==> src/rtl/etsw_pkg.sv <==
// ----------------------------------------------------------------------------
// etsw_pkg
// Shared types and constants of the event time surface window block.
// ----------------------------------------------------------------------------
package etsw_pkg;

    localparam int SENSOR_WIDTH_DEF  = 128;
    localparam int SENSOR_HEIGHT_DEF = 128;
    localparam int RADIUS_X_DEF      = 3;
    localparam int RADIUS_Y_DEF      = 3;

    localparam logic [1:0] MODE_UPDATE  = 2'd0;
    localparam logic [1:0] MODE_COMPUTE = 2'd1;
    localparam logic [1:0] MODE_BOTH    = 2'd2;
    localparam logic [1:0] MODE_WEIGHT  = 2'd3;

    localparam logic [1:0] REG_DECAY  = 2'd0;
    localparam logic [1:0] REG_MINACT = 2'd1;
    localparam logic [1:0] REG_USEW   = 2'd2;

    localparam logic [31:0] DECAY_RESET  = 32'd1000;
    localparam logic [5:0]  MINACT_RESET = 6'd6;

    localparam int VAL_W   = 17;
    localparam int QUOT_W  = 16;

    // Controller to datapath.
    typedef struct packed {
        logic load;       // capture the accepted item
        logic mem_write;  // write time or weight store at the item pixel
        logic clr_step;   // one step of the post-reset mark clearing sweep
        logic rd_cell;    // issue reads for the current window cell
        logic div_start;  // start the divider on the read data
        logic div_step;   // one divider iteration
        logic mul;        // weighting multiply
        logic out_load;   // load the output register
        logic next_cell;  // advance the window counters
        logic out_take;   // output transfer completed
    } t_ctl;

    // Datapath to controller.
    typedef struct packed {
        logic clr_done;
        logic div_done;
        logic win_end;
        logic out_full;
        logic is_compute;
    } t_sts;

endpackage

==> src/rtl/etsw_ctrl.sv <==
// ----------------------------------------------------------------------------
// etsw_ctrl
// Sequencer: clearing sweep, load, write, per-cell read/divide/multiply/emit.
// ----------------------------------------------------------------------------
module etsw_ctrl (
    input  logic            i_clk,
    input  logic            i_rst_n,
    input  logic            i_valid,
    output logic            o_ready,
    input  logic            i_out_ready,
    input  etsw_pkg::t_sts  i_sts,
    output etsw_pkg::t_ctl  o_ctl
);
    import etsw_pkg::*;

    localparam logic [2:0] S_CLEAR = 3'd0;
    localparam logic [2:0] S_IDLE  = 3'd1;
    localparam logic [2:0] S_WRITE = 3'd2;
    localparam logic [2:0] S_READ  = 3'd3;
    localparam logic [2:0] S_DIV0  = 3'd4;
    localparam logic [2:0] S_DIV   = 3'd5;
    localparam logic [2:0] S_MUL   = 3'd6;
    localparam logic [2:0] S_EMIT  = 3'd7;

    logic [2:0] r_state, n_state;
    logic       w_acc, w_take;

    assign o_ready = (r_state == S_IDLE);
    assign w_acc   = i_valid && o_ready;
    assign w_take  = i_sts.out_full && i_out_ready;

    always_comb begin
        n_state = r_state;
        o_ctl   = '0;
        o_ctl.out_take = w_take;
        o_ctl.load     = w_acc;
        unique case (r_state)
            S_CLEAR: begin
                o_ctl.clr_step = 1'b1;
                if (i_sts.clr_done) n_state = S_IDLE;
            end
            S_IDLE: begin
                if (w_acc) n_state = S_WRITE;
            end
            S_WRITE: begin
                o_ctl.mem_write = 1'b1;
                if (i_sts.is_compute) n_state = S_READ;
                else n_state = S_IDLE;
            end
            S_READ: begin
                o_ctl.rd_cell = 1'b1;
                n_state = S_DIV0;
            end
            S_DIV0: begin
                o_ctl.div_start = 1'b1;
                n_state = S_DIV;
            end
            S_DIV: begin
                o_ctl.div_step = 1'b1;
                if (i_sts.div_done) n_state = S_MUL;
            end
            S_MUL: begin
                o_ctl.mul = 1'b1;
                n_state = S_EMIT;
            end
            S_EMIT: begin
                if (!i_sts.out_full || w_take) begin
                    o_ctl.out_load  = 1'b1;
                    o_ctl.next_cell = 1'b1;
                    n_state = i_sts.win_end ? S_IDLE : S_READ;
                end
            end
            default: n_state = S_IDLE;
        endcase
    end

    always_ff @(posedge i_clk) begin
        if (!i_rst_n) r_state <= S_CLEAR;
        else r_state <= n_state;
    end

`ifndef SYNTHESIS
    a_no_accept_busy: assert property (@(posedge i_clk) disable iff (!i_rst_n)
        (r_state != S_IDLE) |-> !o_ctl.load) else $error("accept while busy");
    a_emit_room: assert property (@(posedge i_clk) disable iff (!i_rst_n)
        o_ctl.out_load |-> (!i_sts.out_full || i_out_ready))
        else $error("output overwritten");
    a_write_after_load: assert property (@(posedge i_clk) disable iff (!i_rst_n)
        o_ctl.load |=> o_ctl.mem_write) else $error("load not followed by write");
`endif
endmodule

==> config.mk <==
export PLATFORM = sky130hd
export DESIGN_NAME = etsw_ctrl
export DESIGN_NICKNAME = d
export VERILOG_FILES = /design/src/rtl/etsw_pkg.sv /design/src/rtl/etsw_ctrl.sv
export SDC_FILE = /design/constraint.sdc
export NUM_CORES = 1
export LEC_CHECK = 0
export BUFFER_PORTS_ARGS = -buffer_cell sky130_fd_sc_hd__buf_2
export CORE_AREA = 2 2 39 41
export CTS_BUF_LIST = sky130_fd_sc_hd__clkbuf_16
export CTS_CLUSTER_DIAMETER = 100
export DETAILED_ROUTE_END_ITERATION = 12
export DIE_AREA = 0 0 41 43
export PLACE_DENSITY_LB_ADDON = 0.08
export SLEW_MARGIN = 10
export SYNTH_ARGS = -nofsm -noshare
export SYNTH_HDL_FRONTEND = slang
export SYNTH_SLANG_ARGS = --single-unit
==> constraint.sdc <==
create_clock -name i_clk -period 1.1 [get_ports i_clk]
set_clock_uncertainty 0.1 [all_clocks]
set_input_delay 0 -clock i_clk [delete_from_list [all_inputs] [get_ports i_clk]]
set_output_delay 0 -clock i_clk [all_outputs]
set_load 0.02 [all_outputs]
=== Word-level counts from Yosys, hierarchy flattened ===
Index checks and enable logic that the tools add are counted.

* Equality and inequality tests: 11
* Muxes and demuxes: 15
* Reduce and logical (&&, ||, !) cells: 6

{| class="wikitable"
|+ Operators with widths
! operator !! count
|-
| one-hot mux 3 bit (8 select lines) || 1
|-
| == test 3 bit (second input constant) || 4
|-
| two-way mux 3 bit || 4
|-
| two-way mux 2 bit || 4
|-
| == test 3 x 2 -> 1 bit (second input constant) || 2
|-
| two-way mux 1 bit || 6
|-
| inequality test 2 bit (second input constant) || 3
|-
| AND reduction 4 bit || 1
|-
| == test 3 x 1 -> 1 bit (second input constant) || 1
|-
| zero test 3 bit || 1
|-
| logical AND 1 bit || 2
|-
| inequality test 2 x 1 -> 1 bit (second input constant) || 1
|-
| zero test 1 bit || 1
|-
| logical OR 1 bit || 1
|}

* Flip-flop bits (word level): 3
* Input bits: 9
* Output and inout port bits: 11
* Word-level logic and storage cells: 33

=== Logic depth before layout (Yosys ltp) ===
* Depth in word-level cells: 4
* Mapped depth: 5
* Mapped depth without buffers: 4

=== Worst setup path after synthesis ===
No wires, ideal clock.

* Kind: register to output
* From: register r_state[1]
* To: output o_ctl[3] in the netlist's numbering
* Arrival: 1.078 ns
* Required time: 1.000 ns
* Setup slack: -0.078 ns
* Stages on the path, launching flop included: 3
* Path buffers: 1
* Cell sequence: dfxtp_1 > buf_4 > nor3b_1

{| class="wikitable"
|+ RTL lines
! item !! RTL line !! RTL
|-
| start: declaration || etsw_ctrl.sv:25 || <nowiki>logic [2:0] r_state, n_state;</nowiki>
|-
| start signal: assignment || etsw_ctrl.sv:79 || <nowiki>else r_state <= n_state;</nowiki>
|-
| end: declaration || etsw_ctrl.sv:12 || <nowiki>output etsw_pkg::t_ctl o_ctl</nowiki>
|}

==> summary.txt <==
Min path
  • Worst hold path type: in2reg

GRT
  • Global route hottest layer: met2
  • Initial antenna violation count: 0
  • Largest net degree at the start of global routing: 8
  • Met3 Use GR: 6.81%
  • Vias in the first global route: 358
  • M2 GR Usage: 20.0%
  • Total grt overflow: 0
  • First-pass GRT wire length: between 1 and 1.5 mm
  • Total GRT Usage: 13.9%
  • Met1 GRT Util: between 10 and 15%

Critical path
  • CP Capture Type: primary output
  • WS Path Type: reg2out
  • Crit-path max FO: 7
  • Worst endpoint required time: 1.00 ns
  • WP data arrival: 1.07 ns
  • CP Launch Type: flop

CTS
  • Root Buffer: clkbuf_16
  • CTS H-Tree Depth: 1
  • Clock sinks: 3
  • CTS tree: built
  • Clk buf depth: 2
  • CTS clock-pin slew for the worst setup and hold paths: 0.03 ns
  • CTS Buf Count: 3
  • Clk_lat worst skew: 0.23 ns

Timing
  • RSZ-0062 raised after global routing: true
  • Fin Hold WS: around 0.05 ns
  • Final setup viols: 11
  • F_max: ~850 MHz
  • Crit share post-route: 107%
  • Worst slew margin: roughly 84%
  • Hold Vio Cnt, Final: 0
  • Final worst slack: -0.0726 ns
  • Crit path time final: approximately 1.2 ns
  • Worst Max-Slew Pin Slew: 0.228 ns
  • Slew Viols, Final: 0

Layout
  • Largest register FFs: 3
  • Register with the most flip-flops: r_state
  • Share of layout cells above drive strength 1: between 70% and 80%
  • Area grow syn2layout: 130%
  • Non-Filler Instances: 90
  • Final core area utilization: 50.5%
  • Antenna Cells: 0
  • Regs by FF count: r_state: 3 flops
  • Area occupied by multi-input gates: 250 µm²
  • Nets: 84
  • Commonest non-fill, non-tap cell in the layout: buf_4
  • Most frequent cells in the layout: buf_4, buf_2, buf_6
  • Register area: 71.3 µm²
  • Fillers: 145

Floorplan
  • Row count: 14
  • Die Area: 0.00176 mm²
  • Starting Density: between 20% and 30%
  • Die W: 41 µm
  • Die Height: 43 µm
  • Core area: 0.00138 mm²
  • I/O Pins: 20

Placement
  • Dpl cells: 79
  • DPL Wire Length: between 600 and 700 µm
  • Routability cong.: 0.684
  • Port bufs: 19

Logic synthesis
  • Synth Cell Area: 304 µm²
  • Top cell type's share of synthesized area: just under 20%
  • Largest family of logic cells by synthesized area: simple AND/OR/NAND/NOR gates
  • Synth Area in Simple Gates: 33.3%
  • Yosys top cell by area: dfxtp_1
  • Post-synthesis xor/xnor area fraction: 0%
  • Syn Area/Cell: 7.60 µm²
  • Compound-Gate Fraction of Synth Area: ~27%
  • Adder-Cell Fraction of Synth Area: 0%
  • Mapped Cells: 40
  • Synthesized flop and latch total: 3
  • Synth cell types: 24
  • Post-synthesis mux area share: 3.29%
  • Syn_nets: between 40 and 50
  • Yosys warnings: 0
  • Sequential-to-total area share from yosys stat: 19.8%
  • Top cells by area, synth: dfxtp_1, buf_4, and2_1

Power
  • P per Cell Area: 1850 mW/mm²
  • Logic pwr share: 41.5%
  • Sequential Power Share: 14.3%
  • Peak supply drop: 673 µV
  • Switch share: 29.7%
  • Clk pwr share: 44.2%
  • Psw: 0.000384 W
  • Design Power: between 0.001 and 0.0015 W
  • Leak Pwr: 0.336 nW
  • Internal Power: 0.000910 W

Drt
  • DRT Wirelength: 1.00 mm
  • DR vias: 414
  • DRC Markers: 0
  • Drt first pass iters: 1
  • Antenna Nets Post-Route: 0
  • Vias per inst: 4.60
  • Iter 0 DRT Violations: 0
  • WL/cell: approximately 11 µm

Outcome
  • Outcome: finished with violations
  • Failing checks: negative setup slack

Flow run
  • MaxCap Viol Count: 0
==> power by group through the flow <==
stage	clock (W)	combinational (W)	sequential, W
2_1_floorplan	0	0.000255	0.000149
3_3_place_gp	0	0.000375	0.000177
3_5_place_dp	0	0.000371	0.000176
4_1_cts	0.000569	0.000472	0.000181
5_1_grt	0.000597	0.000575	0.000193
6_report	0.000571	0.000537	0.000186
==> worst max-delay path: stages (launching register included) <==
cell,delay [ns]
dfxtp_4,0.38
and2_4,0.16
and3_4,0.19
buf_6,0.11
==> metal layers <==
layer | routed length [µm] | part of all wire, % | vias up
met2 | 502 | 50 | 19
met4 | 39 | 3.9 | 0
met1 | 381 | 38 | 186
li1 | - | - | 205
met3 | 80 | 8.0 | 4
met5 | 0 | 0 | -
==> logic make-up after synthesis <==
group                  Yosys count
buffers and inverters            7
AO/OA/AOI/OAI                   11
multiplexers                     1
flip-flops                       3
AND/OR/NAND/NOR                 18
==> final timing paths <==
kind                                               from                 endpoint  slack, ns  cells past startpoint
worst min register to register  r_state[0]$_SDFFE_PN0P_  r_state[0]$_SDFFE_PN0P_       0.38                      1
worst max-delay path            r_state[1]$_SDFFE_PN0P_                 o_ctl[1]      -0.07                      3
worst min-delay path                           i_sts[2]  r_state[1]$_SDFFE_PN0P_       0.05                      4
worst max register to register  r_state[0]$_SDFFE_PN0P_  r_state[0]$_SDFFE_PN0P_      -0.03                      3
==> cell usage after synthesis, drive strengths merged <==
cell and n:
nor3 2, o41ai 1, nand2b 1, and3 2
nor3b 2, buf 6, nor2b 1, dfxtp 3
a31oi 1, inv 1, a211oi 1, and2 4
nor2 4, a21oi 3, a2bb2oi 1, o21ai 4
mux2i 1, nand2 2
==> per-stage QoR <==
stage	setup TNS [ns]	worst slack, ns	instance area [µm²]
final	-0.489	-0.0726	699
after global routing	-1.08	-0.121	699
after CTS	-0.544	-0.0698	658
after detailed placement	-0.446	-0.106	458
after global placement	-0.616	-0.125	458
after floorplan	-0.0281	-0.0141	314
==> area by class of cell <==
type	count	area share [%]
flip-flops and latches	3	10.2
inverters	1	0.537
well taps	16	2.86
repair buffers	36	39.4
clock inverters	1	0.537
multi-input cells	30	35.8
clock buffers	3	10.7
==> repair_timing <==
item	4_1_cts	5_1_grt
hold buffers	2	0
buffers inserted	4	1
setup endpoints to repair	13	13
hold endpoints to repair	3	0
pin swaps	2	3
gates resized for setup	26	8
(Power assumes the default switching activity.)
